===== src/hdl/lbm_d3q19_moment_unit_assert.svh =====
// Assertion macros for the D3Q19 moment unit.
// Used by lbm_mom_back, which checks its own control logic; no other dependency.
`ifndef LBM_D3Q19_MOMENT_UNIT_ASSERT_SVH
`define LBM_D3Q19_MOMENT_UNIT_ASSERT_SVH

`ifndef ASSERT_OFF
// Property checked on clk_i, ignored while rst_ni is low
`define LBM_ASSERT(name, prop, msg) \
  name: assert property (@(posedge clk_i) disable iff (!rst_ni) prop) else $error(msg);
// Property checked on clk_i at every edge, reset included
`define LBM_ASSERT_RST(name, prop, msg) \
  name: assert property (@(posedge clk_i) prop) else $error(msg);
`else
`define LBM_ASSERT(name, prop, msg)
`define LBM_ASSERT_RST(name, prop, msg)
`endif

`endif


===== src/hdl/lbm_mom_pkg.sv =====
// Shared types, constants and helper functions of the D3Q19 moment unit.
// No dependencies; imported by every module of the block.
`default_nettype none

package lbm_mom_pkg;

  localparam int unsigned DIR_W    = 5;
  localparam int unsigned DATA_W   = 32;
  localparam int unsigned ACC_W    = 40;
  localparam int unsigned WIDE_W   = 66;
  localparam int unsigned CFG_IDX_W = 1;
  localparam int unsigned QDEPTH   = 2;

  localparam logic [DIR_W-1:0] FIRST_DIR = 5'd0;
  localparam logic [DIR_W-1:0] LAST_DIR  = 5'd18;

  // Configuration register indexes
  localparam logic [CFG_IDX_W-1:0] CFG_SURFACE_TENSION = 1'b0;
  localparam logic [CFG_IDX_W-1:0] CFG_BODY_FORCE_Z    = 1'b1;

  typedef enum logic [1:0] {
    SGN_ZERO,
    SGN_POS,
    SGN_NEG
  } sign_e;

  typedef struct packed {
    sign_e x;
    sign_e y;
    sign_e z;
  } dir_sign_t;

  // One finished cell, handed from the front to the back
  typedef struct packed {
    logic signed [ACC_W-1:0]  density;
    logic signed [ACC_W-1:0]  mom_x;
    logic signed [ACC_W-1:0]  mom_y;
    logic signed [ACC_W-1:0]  mom_z;
    logic                     solid;
    logic signed [DATA_W-1:0] curvature;
    logic signed [DATA_W-1:0] normal_magnitude;
    logic signed [DATA_W-1:0] normal_x;
    logic signed [DATA_W-1:0] normal_y;
    logic signed [DATA_W-1:0] normal_z;
    logic signed [DATA_W-1:0] phase;
  } cell_rec_t;

  // D3Q19 velocity set: sign of each axis per direction
  function automatic dir_sign_t dir_sign(input logic [DIR_W-1:0] dir);
    dir_sign_t s;
    s = '{x: SGN_ZERO, y: SGN_ZERO, z: SGN_ZERO};
    unique case (dir)
      5'd1:  s = '{x: SGN_POS,  y: SGN_ZERO, z: SGN_ZERO};
      5'd2:  s = '{x: SGN_NEG,  y: SGN_ZERO, z: SGN_ZERO};
      5'd3:  s = '{x: SGN_ZERO, y: SGN_POS,  z: SGN_ZERO};
      5'd4:  s = '{x: SGN_ZERO, y: SGN_NEG,  z: SGN_ZERO};
      5'd5:  s = '{x: SGN_ZERO, y: SGN_ZERO, z: SGN_POS};
      5'd6:  s = '{x: SGN_ZERO, y: SGN_ZERO, z: SGN_NEG};
      5'd7:  s = '{x: SGN_POS,  y: SGN_POS,  z: SGN_ZERO};
      5'd8:  s = '{x: SGN_NEG,  y: SGN_POS,  z: SGN_ZERO};
      5'd9:  s = '{x: SGN_POS,  y: SGN_NEG,  z: SGN_ZERO};
      5'd10: s = '{x: SGN_NEG,  y: SGN_NEG,  z: SGN_ZERO};
      5'd11: s = '{x: SGN_POS,  y: SGN_ZERO, z: SGN_POS};
      5'd12: s = '{x: SGN_NEG,  y: SGN_ZERO, z: SGN_POS};
      5'd13: s = '{x: SGN_POS,  y: SGN_ZERO, z: SGN_NEG};
      5'd14: s = '{x: SGN_NEG,  y: SGN_ZERO, z: SGN_NEG};
      5'd15: s = '{x: SGN_ZERO, y: SGN_POS,  z: SGN_POS};
      5'd16: s = '{x: SGN_ZERO, y: SGN_NEG,  z: SGN_POS};
      5'd17: s = '{x: SGN_ZERO, y: SGN_POS,  z: SGN_NEG};
      5'd18: s = '{x: SGN_ZERO, y: SGN_NEG,  z: SGN_NEG};
      default: s = '{x: SGN_ZERO, y: SGN_ZERO, z: SGN_ZERO};
    endcase
    return s;
  endfunction

  // Apply a direction sign to an accumulator term
  function automatic logic signed [ACC_W-1:0] signed_term(
    input sign_e                   s,
    input logic signed [ACC_W-1:0] v
  );
    logic signed [ACC_W-1:0] r;
    r = '0;
    unique case (s)
      SGN_POS:  r = v;
      SGN_NEG:  r = -v;
      default:  r = '0;
    endcase
    return r;
  endfunction

  // Clamp a wide signed value to 32 bits
  function automatic logic signed [DATA_W-1:0] sat32(input logic signed [WIDE_W-1:0] x);
    logic fits;
    fits = (&x[WIDE_W-1:DATA_W-1]) || (~|x[WIDE_W-1:DATA_W-1]);
    if (fits) begin
      return x[DATA_W-1:0];
    end else if (x[WIDE_W-1]) begin
      return {1'b1, {(DATA_W-1){1'b0}}};
    end else begin
      return {1'b0, {(DATA_W-1){1'b1}}};
    end
  endfunction

endpackage

`default_nettype wire


===== src/hdl/lbm_mom_fifo.sv =====
// Short queue of finished cell records between the front and the back.
// Depends on lbm_mom_pkg for the record type and the depth.
`default_nettype none

module lbm_mom_fifo
  import lbm_mom_pkg::*;
(
  input  wire logic      clk_i,
  input  wire logic      rst_ni,
  input  wire logic      push_i,
  input  wire cell_rec_t data_i,
  output logic           full_o,
  input  wire logic      pop_i,
  output cell_rec_t      data_o,
  output logic           empty_o
);

  localparam int unsigned PTR_W = (QDEPTH > 1) ? $clog2(QDEPTH) : 1;
  localparam int unsigned CNT_W = $clog2(QDEPTH + 1);

  cell_rec_t              mem_q [QDEPTH];
  logic [PTR_W-1:0]       wr_ptr_q, wr_ptr_d;
  logic [PTR_W-1:0]       rd_ptr_q, rd_ptr_d;
  logic [CNT_W-1:0]       count_q, count_d;
  logic                   do_push, do_pop;

  assign full_o  = (count_q == CNT_W'(QDEPTH));
  assign empty_o = (count_q == '0);
  assign do_push = push_i && !full_o;
  assign do_pop  = pop_i && !empty_o;
  assign data_o  = mem_q[rd_ptr_q];

  // Advance pointers with wrap at the depth
  always_comb begin
    wr_ptr_d = wr_ptr_q;
    rd_ptr_d = rd_ptr_q;
    count_d  = count_q;
    if (do_push) begin
      wr_ptr_d = (wr_ptr_q == PTR_W'(QDEPTH - 1)) ? '0 : wr_ptr_q + 1'b1;
    end
    if (do_pop) begin
      rd_ptr_d = (rd_ptr_q == PTR_W'(QDEPTH - 1)) ? '0 : rd_ptr_q + 1'b1;
    end
    if (do_push && !do_pop) begin
      count_d = count_q + 1'b1;
    end else if (do_pop && !do_push) begin
      count_d = count_q - 1'b1;
    end
  end

  always_ff @(posedge clk_i or negedge rst_ni) begin
    if (!rst_ni) begin
      wr_ptr_q <= '0;
      rd_ptr_q <= '0;
      count_q  <= '0;
    end else begin
      wr_ptr_q <= wr_ptr_d;
      rd_ptr_q <= rd_ptr_d;
      count_q  <= count_d;
    end
  end

  // Store the record
  always_ff @(posedge clk_i) begin
    if (do_push) begin
      mem_q[wr_ptr_q] <= data_i;
    end
  end

endmodule

`default_nettype wire


===== config.mk =====
export PLATFORM = sky130hd
export DESIGN_NAME = lbm_mom_fifo
export DESIGN_NICKNAME = d
export VERILOG_FILES = /design/src/hdl/lbm_d3q19_moment_unit_assert.svh /design/src/hdl/lbm_mom_pkg.sv /design/src/hdl/lbm_mom_fifo.sv
export SDC_FILE = /design/constraint.sdc
export NUM_CORES = 1
export LEC_CHECK = 0
export ABC_AREA = 1
export BUFFER_PORTS_ARGS = -buffer_cell sky130_fd_sc_hd__buf_4
export CELL_PAD_IN_SITES_DETAIL_PLACEMENT = 1
export CELL_PAD_IN_SITES_GLOBAL_PLACEMENT = 1
export CORE_AREA = 10 10 265 267
export CTS_CLUSTER_DIAMETER = 50
export DETAILED_ROUTE_END_ITERATION = 6
export DIE_AREA = 0 0 275 277
export GPL_ROUTABILITY_DRIVEN = 1
export HOLD_SLACK_MARGIN = 0.06
export PLACE_DENSITY_LB_ADDON = 0.25
export SETUP_SLACK_MARGIN = 0.2
export SLEW_MARGIN = 15
export SYNTH_ARGS = -nofsm -noshare
export SYNTH_HDL_FRONTEND = slang
export SYNTH_SLANG_ARGS = --single-unit

===== constraint.sdc =====
create_clock -name clk_i -period 37.7 [get_ports clk_i]
set_input_delay 7.54 -clock clk_i [delete_from_list [all_inputs] [get_ports clk_i]]
set_output_delay 7.54 -clock clk_i [all_outputs]
set_load 0.01 [all_outputs]

==> flow_summary.toml <==
[critical_path]
path_max_fanout = 194
worst-r2r-cell-count = 7
critPathKind = "flip-flop to output port"
r2r_start = "count_q[1]$_DFFE_PN0P_"
worst_setup_path_end_kind = "output port"
reg2reg_slack_ns = 33.84
regToRegEndpoint = "mem_q[0][164]$_DFFE_PP_"
startpoint_type = "flip-flop"
cp.arrival_ns = 3.79
cp.required_ns = 30.16

[flow_run]
cap_violations = 0

[synth]
synth_area_um2 = 25800
yosys_warnings = 0
synthTopCellsByArea = "edfxtp_1 (82%), nand2_1 (16%), buf_2 (1.4%)"
syn_nets = 2233
yosysTopAreaCellShare_pct = 82.2
ys_seq_elements = 710
ys_types = 14
synthCells = 1875
yosys.area.top_type = "edfxtp_1"
synth_area_per_cell_um2 = 13.8
ys_seq_area_share_pct = 82.6

[clock_tree]
post-cts-setup-buffers = 0
cts_hold_buf = 0
clock_latency_ns = 0.62
clockRootBuffer = "clkbuf_16"
post_cts_resize_count = 0
numCtsBuffers = 83
clock_sinks = 710
cts_buffer_depth = 3
clk_pin_slew_worst_paths_ns = 0.06
cts_tree = "built"
ctsHtreeMaxLevel = 3

[die]
initial_core_util_pct = 39.6
die_w_um = 275
fp.coreArea_um2 = 65200
design.die.area_um2 = 76200
pin_count = 712
die_h_um = 277
rows = 94

[power_and_ir_drop]
p_sw_share_pct = 34.7
combPwrFrac_pct = 34.1
peakVddDrop_v = 0.0000572
power_density_nw_per_um2 = 83.3
clkPwrFrac_pct = 26.6
leakage_nw = 14.6
p_int_w = 0.00189
p_sw_w = 0.00100
p_seq_share_pct = 39.3

[global_route]
grtUsageTotal_pct = 20.7
grt_pass1_vias = 18400
antenna_found_initial = 31
grt_max_degree = 195
grt_overflow = 0
grt_pass1_wl_um = 117000

[placement]
hpwl_um = 56300
pre_cts_slack_ns = 26.74
io_buffers = 711
placedCellCount = 3381
gp_congestion = 0.793
place_area_um2 = 32000

[timing]
finalHoldViolCount = 0
tightest_slew_ns = 1.32
totalNegativeSetupSlack_ns = 0
slew_violations = 0
setup_viol = 0
clock.fmax_ghz = 0.0883
fin_skew_ns = 0.0195
period_needed_ns = 11.33
grt_setup_unrepaired = "no"
slew_headroom_pct = 12.2
layout_setup_ws_ns = 26.37
min_period_over_period_pct = 30.0

[drt]
drt-pass1-iter-count = 5
route.detailed.drc = 0
num_vias = 17100
ant_nets = 0
wl_per_cell_um = 23.2
avgViaCountPerCell = 4.81
drtIter0Drc = 1099
routed_wl_um = 82500

[min_path]
hp-class = "flip-flop to flip-flop"
hold_path_end = "wr_ptr_q$_DFFE_PN0P_"
hold_path_startpoint = "wr_ptr_q$_DFFE_PN0P_"
holdPathStages = 2

[finish]
nFillCells = 6630
area_growth_pct = 34.4
multi_input_area_um2 = 4080
final_common_cell = "nand2_1"
fin_area_um2 = 34600
finalNetCount = 2960
mostFrequentLayoutCells = "nand2_1 (1068), buf_4 (716), edfxtp_1 (706), clkbuf_16 (86), clkbuf_1 (23)"
fin_util_pct = 53.2
drive_gt1_share_pct = 31.5
regArea_um2 = 21300
fin_cells = 3555

[outcome]
outcome = "complete, no violations"
-- cells by family after synthesis --
kind of cell | count (synthesis) | synth area share (%)
flip-flops | 710 | 82.6
adder cells (fa/ha/maj) | 1 | 0.0485
AND/OR/NAND/NOR | 1075 | 15.7
buffers and inverters | 86 | 1.60
XOR/XNOR | 1 | 0.0340
AO/OA/AOI/OAI | 2 | 0.0388
-- power by group through the flow --
stage	sequential, W	clock (W)	combinational, W
after floorplan	0.00121	0	0.000461
after global placement	0.00114	0	0.000984
after detailed placement	0.00115	0	0.00100
after CTS	0.00114	0.000786	0.00101
after global routing	0.00115	0.000817	0.00107
final	0.00113	0.000769	0.000984
-- sequential cells by signal, summed over array words and instances, names as in the netlist --
name	flops
count_q	2
wr_ptr_q	1
mem_q	706
rd_ptr_q	1
-- synthesized netlist by cell type --
cell type	n
nand4_1	1
inv_2	1
o21ai_0	2
xnor2_1	1
nor2_1	4
inv_1	7
nand2_1	1068
clkbuf_1	6
dfrtp_1	4
buf_2	72
nand3_1	1
nand3b_1	1
edfxtp_1	706
ha_1	1
-- metal layers --
metal | global-route usage, % | vias to the layer above | wire (um)
met1 | 21.1 | 8521 | 28000
li1 | - | 7841 | -
met3 | 7.61 | 150 | 7380
met5 | 0 | - | 135
met4 | 10.0 | 20 | 2550
met2 | 36.9 | 565 | 44500
-- through the flow --
stage          hold slack (ns)  power, W
2_1_floorplan            0.449   0.00167
3_3_place_gp             0.482   0.00212
3_5_place_dp             0.481   0.00215
4_1_cts                  0.495   0.00293
5_1_grt                  0.532   0.00304
6_report                 0.498   0.00289
-- worst max path at each step --
stage                              start                 endpoint  cells after the start
finish              rd_ptr_q$_DFFE_PN0P_               data_o[93]                      5
floorplan                         push_i    mem_q[1][0]$_DFFE_PP_                      2
global route        rd_ptr_q$_DFFE_PN0P_              data_o[184]                      5
CTS                 rd_ptr_q$_DFFE_PN0P_              data_o[184]                      5
global placement                  push_i  mem_q[0][195]$_DFFE_PP_                      7
detailed placement                push_i  mem_q[0][210]$_DFFE_PP_                      7
-- critical path: stages, from the launching register on --
cell and delay (ns):
dfrtp_4 0.83, inv_8 0.85, buf_12 0.52, nand2_1 0.17, nand2_1 0.14, buf_4 0.14
-- layout make-up --
class,count,area share [%]
diodes,21,0.152
well taps,864,3.12
clock buffers,111,6.54
repair buffers,720,15.7
inverters,8,0.130
multi-input cells,1079,11.8
clock inverters,42,1.04
flip-flops and latches,710,61.5
Power figures use the tool's default switching activity.
