==> src/hdl/lbm_d3q19_moment_unit_assert.svh <==
// Assertion macros for the D3Q19 moment unit.
// Used by lbm_mom_back, which checks its own control logic; no other dependency.
`ifndef LBM_D3Q19_MOMENT_UNIT_ASSERT_SVH
`define LBM_D3Q19_MOMENT_UNIT_ASSERT_SVH

`ifndef ASSERT_OFF
// Property checked on clk_i, ignored while rst_ni is low
`define LBM_ASSERT(name, prop, msg) \
  name: assert property (@(posedge clk_i) disable iff (!rst_ni) prop) else $error(msg);
// Property checked on clk_i at every edge, reset included
`define LBM_ASSERT_RST(name, prop, msg) \
  name: assert property (@(posedge clk_i) prop) else $error(msg);
`else
`define LBM_ASSERT(name, prop, msg)
`define LBM_ASSERT_RST(name, prop, msg)
`endif

`endif

==> src/hdl/lbm_mom_pkg.sv <==
// Shared types, constants and helper functions of the D3Q19 moment unit.
// No dependencies; imported by every module of the block.
`default_nettype none

package lbm_mom_pkg;

  localparam int unsigned DIR_W    = 5;
  localparam int unsigned DATA_W   = 32;
  localparam int unsigned ACC_W    = 40;
  localparam int unsigned WIDE_W   = 66;
  localparam int unsigned CFG_IDX_W = 1;
  localparam int unsigned QDEPTH   = 2;

  localparam logic [DIR_W-1:0] FIRST_DIR = 5'd0;
  localparam logic [DIR_W-1:0] LAST_DIR  = 5'd18;

  // Configuration register indexes
  localparam logic [CFG_IDX_W-1:0] CFG_SURFACE_TENSION = 1'b0;
  localparam logic [CFG_IDX_W-1:0] CFG_BODY_FORCE_Z    = 1'b1;

  typedef enum logic [1:0] {
    SGN_ZERO,
    SGN_POS,
    SGN_NEG
  } sign_e;

  typedef struct packed {
    sign_e x;
    sign_e y;
    sign_e z;
  } dir_sign_t;

  // One finished cell, handed from the front to the back
  typedef struct packed {
    logic signed [ACC_W-1:0]  density;
    logic signed [ACC_W-1:0]  mom_x;
    logic signed [ACC_W-1:0]  mom_y;
    logic signed [ACC_W-1:0]  mom_z;
    logic                     solid;
    logic signed [DATA_W-1:0] curvature;
    logic signed [DATA_W-1:0] normal_magnitude;
    logic signed [DATA_W-1:0] normal_x;
    logic signed [DATA_W-1:0] normal_y;
    logic signed [DATA_W-1:0] normal_z;
    logic signed [DATA_W-1:0] phase;
  } cell_rec_t;

  // D3Q19 velocity set: sign of each axis per direction
  function automatic dir_sign_t dir_sign(input logic [DIR_W-1:0] dir);
    dir_sign_t s;
    s = '{x: SGN_ZERO, y: SGN_ZERO, z: SGN_ZERO};
    unique case (dir)
      5'd1:  s = '{x: SGN_POS,  y: SGN_ZERO, z: SGN_ZERO};
      5'd2:  s = '{x: SGN_NEG,  y: SGN_ZERO, z: SGN_ZERO};
      5'd3:  s = '{x: SGN_ZERO, y: SGN_POS,  z: SGN_ZERO};
      5'd4:  s = '{x: SGN_ZERO, y: SGN_NEG,  z: SGN_ZERO};
      5'd5:  s = '{x: SGN_ZERO, y: SGN_ZERO, z: SGN_POS};
      5'd6:  s = '{x: SGN_ZERO, y: SGN_ZERO, z: SGN_NEG};
      5'd7:  s = '{x: SGN_POS,  y: SGN_POS,  z: SGN_ZERO};
      5'd8:  s = '{x: SGN_NEG,  y: SGN_POS,  z: SGN_ZERO};
      5'd9:  s = '{x: SGN_POS,  y: SGN_NEG,  z: SGN_ZERO};
      5'd10: s = '{x: SGN_NEG,  y: SGN_NEG,  z: SGN_ZERO};
      5'd11: s = '{x: SGN_POS,  y: SGN_ZERO, z: SGN_POS};
      5'd12: s = '{x: SGN_NEG,  y: SGN_ZERO, z: SGN_POS};
      5'd13: s = '{x: SGN_POS,  y: SGN_ZERO, z: SGN_NEG};
      5'd14: s = '{x: SGN_NEG,  y: SGN_ZERO, z: SGN_NEG};
      5'd15: s = '{x: SGN_ZERO, y: SGN_POS,  z: SGN_POS};
      5'd16: s = '{x: SGN_ZERO, y: SGN_NEG,  z: SGN_POS};
      5'd17: s = '{x: SGN_ZERO, y: SGN_POS,  z: SGN_NEG};
      5'd18: s = '{x: SGN_ZERO, y: SGN_NEG,  z: SGN_NEG};
      default: s = '{x: SGN_ZERO, y: SGN_ZERO, z: SGN_ZERO};
    endcase
    return s;
  endfunction

  // Apply a direction sign to an accumulator term
  function automatic logic signed [ACC_W-1:0] signed_term(
    input sign_e                   s,
    input logic signed [ACC_W-1:0] v
  );
    logic signed [ACC_W-1:0] r;
    r = '0;
    unique case (s)
      SGN_POS:  r = v;
      SGN_NEG:  r = -v;
      default:  r = '0;
    endcase
    return r;
  endfunction

  // Clamp a wide signed value to 32 bits
  function automatic logic signed [DATA_W-1:0] sat32(input logic signed [WIDE_W-1:0] x);
    logic fits;
    fits = (&x[WIDE_W-1:DATA_W-1]) || (~|x[WIDE_W-1:DATA_W-1]);
    if (fits) begin
      return x[DATA_W-1:0];
    end else if (x[WIDE_W-1]) begin
      return {1'b1, {(DATA_W-1){1'b0}}};
    end else begin
      return {1'b0, {(DATA_W-1){1'b1}}};
    end
  endfunction

endpackage

`default_nettype wire

==> src/hdl/lbm_mom_back.sv <==
// Back of the moment unit: force chain on one shared multiplier, result register.
// Depends on lbm_mom_pkg and the assertion macro header.
`default_nettype none

`include "lbm_d3q19_moment_unit_assert.svh"

module lbm_mom_back
  import lbm_mom_pkg::*;
#(
  parameter int unsigned FRAC_BITS = 24
) (
  input  wire logic                     clk_i,
  input  wire logic                     rst_ni,
  input  wire logic signed [DATA_W-1:0] gamma_i,
  input  wire logic signed [DATA_W-1:0] body_force_z_i,
  input  wire logic                     q_empty_i,
  input  wire cell_rec_t                rec_i,
  output logic                          q_pop_o,
  output logic                          empty_o,
  input  wire logic                     pop_i,
  output logic signed [DATA_W-1:0]      density_o,
  output logic signed [DATA_W-1:0]      velocity_x_o,
  output logic signed [DATA_W-1:0]      velocity_y_o,
  output logic signed [DATA_W-1:0]      velocity_z_o,
  output logic signed [DATA_W-1:0]      phase_out_o
);

  typedef enum logic [3:0] {
    S_IDLE,
    S_SAT_A,
    S_MUL_B,
    S_SAT_B,
    S_MUL_X,
    S_SAT_X,
    S_MUL_Y,
    S_SAT_Y,
    S_MUL_Z,
    S_SAT_Z,
    S_FINISH
  } state_e;

  state_e                     state_q;
  cell_rec_t                  rec_q;
  logic signed [2*DATA_W-1:0] prod_q;
  logic signed [DATA_W-1:0]   op_q;
  logic signed [DATA_W-1:0]   fx_q, fy_q, fz_q;
  logic                       out_valid_q;
  logic signed [DATA_W-1:0]   density_q, vx_q, vy_q, vz_q, phase_q;

  logic signed [DATA_W-1:0]   mul_a, mul_b;
  logic signed [2*DATA_W-1:0] prod;
  logic signed [2*DATA_W-1:0] prod_shift;
  logic signed [DATA_W-1:0]   prod_sat;
  logic signed [DATA_W-1:0]   fz_sat;
  logic signed [DATA_W-1:0]   dens_sat, vx_sat, vy_sat, vz_sat;
  logic                       load;

  // Select multiplier operands for the current step
  always_comb begin
    mul_a = op_q;
    mul_b = rec_q.normal_magnitude;
    unique case (state_q)
      S_IDLE: begin
        mul_a = gamma_i;
        mul_b = rec_i.curvature;
      end
      S_MUL_X: mul_b = rec_q.normal_x;
      S_MUL_Y: mul_b = rec_q.normal_y;
      S_MUL_Z: mul_b = rec_q.normal_z;
      default: begin
        mul_a = op_q;
        mul_b = rec_q.normal_magnitude;
      end
    endcase
  end

  assign prod       = mul_a * mul_b;
  assign prod_shift = prod_q >>> FRAC_BITS;
  assign prod_sat   = sat32(WIDE_W'(prod_shift));
  assign fz_sat     = sat32(WIDE_W'(prod_shift) + WIDE_W'(body_force_z_i));

  // Density clamped; momentum minus half the force, clamped
  assign dens_sat = sat32(WIDE_W'(rec_q.density));
  assign vx_sat   = sat32(WIDE_W'(rec_q.mom_x) - WIDE_W'(fx_q >>> 1));
  assign vy_sat   = sat32(WIDE_W'(rec_q.mom_y) - WIDE_W'(fy_q >>> 1));
  assign vz_sat   = sat32(WIDE_W'(rec_q.mom_z) - WIDE_W'(fz_q >>> 1));

  assign q_pop_o = (state_q == S_IDLE) && !q_empty_i;
  assign load    = (state_q == S_FINISH) && (!out_valid_q || pop_i);
  assign empty_o = !out_valid_q;

  assign density_o    = density_q;
  assign velocity_x_o = vx_q;
  assign velocity_y_o = vy_q;
  assign velocity_z_o = vz_q;
  assign phase_out_o  = phase_q;

  // Sequence the force chain and hold the result until popped
  always_ff @(posedge clk_i or negedge rst_ni) begin
    if (!rst_ni) begin
      state_q     <= S_IDLE;
      rec_q       <= '0;
      prod_q      <= '0;
      op_q        <= '0;
      fx_q        <= '0;
      fy_q        <= '0;
      fz_q        <= '0;
      out_valid_q <= 1'b0;
      density_q   <= '0;
      vx_q        <= '0;
      vy_q        <= '0;
      vz_q        <= '0;
      phase_q     <= '0;
    end else begin
      if (pop_i && out_valid_q && !load) begin
        out_valid_q <= 1'b0;
      end
      unique case (state_q)
        S_IDLE: begin
          if (!q_empty_i) begin
            rec_q   <= rec_i;
            prod_q  <= prod;
            state_q <= S_SAT_A;
          end
        end
        S_SAT_A: begin
          op_q    <= prod_sat;
          state_q <= S_MUL_B;
        end
        S_MUL_B: begin
          prod_q  <= prod;
          state_q <= S_SAT_B;
        end
        S_SAT_B: begin
          op_q    <= prod_sat >>> 1;
          state_q <= S_MUL_X;
        end
        S_MUL_X: begin
          prod_q  <= prod;
          state_q <= S_SAT_X;
        end
        S_SAT_X: begin
          fx_q    <= prod_sat;
          state_q <= S_MUL_Y;
        end
        S_MUL_Y: begin
          prod_q  <= prod;
          state_q <= S_SAT_Y;
        end
        S_SAT_Y: begin
          fy_q    <= prod_sat;
          state_q <= S_MUL_Z;
        end
        S_MUL_Z: begin
          prod_q  <= prod;
          state_q <= S_SAT_Z;
        end
        S_SAT_Z: begin
          fz_q    <= fz_sat;
          state_q <= S_FINISH;
        end
        S_FINISH: begin
          if (load) begin
            out_valid_q <= 1'b1;
            density_q   <= rec_q.solid ? '0 : dens_sat;
            vx_q        <= rec_q.solid ? '0 : vx_sat;
            vy_q        <= rec_q.solid ? '0 : vy_sat;
            vz_q        <= rec_q.solid ? '0 : vz_sat;
            phase_q     <= rec_q.solid ? '0 : rec_q.phase;
            state_q     <= S_IDLE;
          end
        end
        default: state_q <= S_IDLE;
      endcase
    end
  end

  `LBM_ASSERT(a_qpop_idle, q_pop_o |-> (state_q == S_IDLE), "queue read outside idle")
  `LBM_ASSERT(a_load_valid, load |=> out_valid_q, "result load did not raise valid")
  `LBM_ASSERT(a_solid_zero, (load && rec_q.solid) |=> (density_q == '0 && phase_q == '0), "solid cell result not zero")
  `LBM_ASSERT_RST(a_reset_empty, !rst_ni |=> empty_o, "result present after reset")

endmodule

`default_nettype wire

==> config.mk <==
export PLATFORM = sky130hd
export DESIGN_NAME = lbm_mom_back
export DESIGN_NICKNAME = d
export VERILOG_FILES = /design/src/hdl/lbm_mom_pkg.sv /design/src/hdl/lbm_mom_back.sv
export VERILOG_INCLUDE_DIRS = /design/src /design/src/hdl
export SDC_FILE = /design/constraint.sdc
export NUM_CORES = 2
export LEC_CHECK = 0
export BUFFER_PORTS_ARGS = -buffer_cell sky130_fd_sc_hd__buf_2
export CORE_ASPECT_RATIO = 0.7
export CORE_UTILIZATION = 25
export DETAILED_ROUTE_END_ITERATION = 7
export PLACE_DENSITY = 0.39
export SYNTH_ARGS = -nofsm -noshare
export SYNTH_HDL_FRONTEND = slang
export SYNTH_SLANG_ARGS = --single-unit
==> constraint.sdc <==
create_clock -name clk_i -period 13.6 [get_ports clk_i]
set_clock_uncertainty 0.05 [all_clocks]
set_input_delay 1.36 -clock clk_i [delete_from_list [all_inputs] [get_ports clk_i]]
set_output_delay 1.36 -clock clk_i [all_outputs]
set_load 0.01 [all_outputs]
==> results by group <==
Critical path
  – Crit Path Max Fanout: 29
  – Largest stage delay on the critical path: approximately 1000 ps
  – CP startpoint kind: flop
  – Worst-path cell with the longest stage delay: fa_1
  – Crit path top cell by count: fa_1
  – Critical path type: flop to flop
  – Worst Setup End Kind: flop
  – CP required: approximately 14000 ps
  – Critical path arrival: about 13000 ps

Global route
  – First-pass GRT wire length: about 430000 um
  – Gr ovfl total: 0
  – Number of global-route vias before repair: 58.5k
  – Initial antenna violation count: 89
  – GRT Util Overall: 20.5%
  – Largest net degree at the start of global routing: ~140

Route
  – Total number of vias: 56.8k
  – Final WL: between 200000 and 300000 um
  – Antenna viol nets, final: 0
  – Starting DRC count in detailed routing: roughly 4.7k
  – Router iterations before antenna repair: 6
  – WL/cell: between 20 and 30 um
  – Vias per inst: ~4.8
  – Residual DRC count: 0

Floorplanning
  – Starting density of the core: approximately 25%
  – I/O pins: ~580
  – Width of the die: approximately 640 um
  – DIE AREA: 0.287 mm2
  – Rows: between 150 and 200
  – Die H: around 450 um
  – Core box area: 0.283 mm2

Timing
  – Min Tclk post-route: around 12000 ps
  – Max-slew headroom: between 10% and 20%
  – Final Hold Viols: 0
  – Max-slew violation count: 0
  – Tcrit/Tclk final: 89.1%
  – Worst Tran Pin Value: ~1300 ps
  – Fin Setup TNS: 0 ps
  – Fmax: 0.0825 GHz
  – Setup Viol. Count Final: 0
  – RSZ-0062 raised after global routing: no

Finish
  – Share of cells above drive strength 1: approximately 16%
  – Fill count: approximately 30k
  – Final nets: between 9k and 10k
  – Layout area overhead: 14.2%

Synth
  – Mux cell area share after synthesis: ~6.3%
  – Cell Area, Synth: ~0.071 mm2
  – Post-Synth Simple-Gate Area: 12.8%
  – Sequential area share after synthesis: a little under a quarter
  – Post-synth EDFFs: 0
  – Unique masters post-synth: 100
  – Main combinational cell family by area after synthesis: adder cells
  – Synth Area in XOR/XNOR: 2.32%
  – Post-synth top cells: inv_1, fa_1, nand2_1, nor2_1, dfrtp_1
  – Ys Warns: 0
  – Most common cell in the synthesized netlist: inv_1
  – Post-synthesis area per instance: around 9.5 um2
  – Synth Area in Adders: 36.4%
  – Ys flop type: dfrtp_1
  – Yosys top cell by area: fa_1
  – Synth area leaders: fa_1, dfrtp_1, inv_1
  – Synth Area in Compound Gates: roughly 11%
  – Async SR Flop Fraction: 100%
  – Cells after synthesis: about 7.5k
  – Share of the synthesized area in the top cell type: between 30% and 40%
  – Syn_nets: about 9.4k
  – Seq cells post-synth: about 650

Placement
  – Hpwl dp: 244000 um
  – Input/output buffers: around 580
  – Gpl congestion: 0.925

Clock tree
  – Postcts setup bufs: 0
  – CTS tree: done
  – PostCTS Resize Cnt: 0
  – Worst-Skew Late Latency: ~710 ps
  – Clk root buf: clkbuf_16
  – Total CTS buffers: 80
  – Clock transition at path regs: roughly 60 ps
  – CTS Sinks: roughly 650
  – Post-CTS Hold Fix Bufs: 0
  – CTS HTree Levels: 3
  – Maximum root-to-sink buffer count: 3

Flow run
  – Max cap viols: 0

Worst hold path
  – Worst min-delay path class: flop to flop

Outcome
  – Outcome: finished, final reports clean
-- path summary, 6_finish.rpt --
path | from | to | slack, ps | depth (start not counted)
worst max-delay path | state_q[2] | prod_q[60] | 1480 | 31
worst min-delay path | phase_out_o[28] | phase_out_o[28] | 430 | 2
worst max register to register | state_q[2] | prod_q[60] | 1480 | 31
worst min register to register | phase_out_o[28] | phase_out_o[28] | 430 | 2
max in group asynchronous | rst_ni | prod_q[63] | 10150 | 4
min in group asynchronous | rst_ni | density_o[15] | 630 | 1
-- cell usage in the layout, fill, tap and decap left out, drive strengths merged, types with 21 or more instances in the layout --
| master | count |
|---|---|
| inv | 1138 |
| fa | 1085 |
| nand2 | 991 |
| buf | 705 |
| nor2 | 700 |
| dfrtp | 651 |
| mux2 | 353 |
| ha | 339 |
| a21oi | 325 |
| o21ai | 301 |
| xnor2 | 117 |
| clkbuf | 117 |
| nand4 | 84 |
| a21o | 84 |
| a22oi | 80 |
| xor2 | 72 |
| nand2b | 65 |
| o221ai | 60 |
| a221o | 57 |
| nand3 | 54 |
| a31oi | 50 |
| mux2i | 49 |
| o21a | 39 |
| nor3 | 39 |
| o211ai | 30 |
| a211oi | 29 |
| and2 | 28 |
| diode | 27 |
| and4 | 27 |
| and3 | 25 |
| o21bai | 21 |
-- cell type report --
class,instances,area [um2],share of cell area (%)
Multi-Input combinational cell,5339,49500,60.7
Sequential cell,651,16300,20.0
Tap cell,3795,4750,5.83
Inverter,1135,4260,5.23
Timing Repair Buffer,705,3900,4.78
Clock buffer,117,2310,2.84
Clock inverter,30,399,0.490
Antenna cell,27,67.6,0.0829
-- sequential cells by signal (all words and copies together), names as in the netlist --
signal / cells
velocity_x_o: 32
density_o: 32
state_q: 4
fy_q: 31
velocity_y_o: 32
phase_out_o: 32
prod_q: 40
velocity_z_o: 32
fx_q: 31
rec_q: 321
out_valid_q: 1
op_q: 32
fz_q: 31
-- kinds of logic after synthesis --
group                      Yosys count
and+or+nand+nor                   2119
buffers and inverters             1526
adders and majority gates         1424
AOI/OAI and AO/OA                 1205
DFF                                651
muxes                              402
xor gates and xnor gates           189
-- worst max-delay path, delay by kind of cell (launching register included) --
family | cells | cell delay (ps)
buf+inv | 6 | 1310
simple gates | 5 | 2080
fa+ha+maj | 9 | 5220
flops | 1 | 640
compound gates | 11 | 2640
-- per-stage QoR --
| stage | utilization, % | setup WS (ps) | cell area [um2] | cells | hold slack [ps] |
|---|---|---|---|---|---|
| floorplan | - | 4020 | 71300 | 7516 | 400 |
| global placement | 27.8 | 1800 | 78700 | 11625 | 407 |
| detailed placement | 27.8 | 1650 | 78700 | 11625 | 419 |
| CTS | 28.8 | 1640 | 81400 | 11772 | 432 |
| global route | 28.8 | 791 | 81400 | 11784 | 446 |
| finish | 28.8 | 1480 | 81500 | 11799 | 426 |
-- routing by layer --
metal  vias to the layer above  track usage, %  share of wire [%]
li1                      25177               -                  -
met1                     29477            30.1                 47
met2                      1755            31.1                 44
met3                       336            2.89                5.6
met4                         6            5.95                3.6
met5                         -               0              0.012
Power is not shown: default switching activity piles up to over one toggle a cycle in this logic, so the estimate is an artifact.
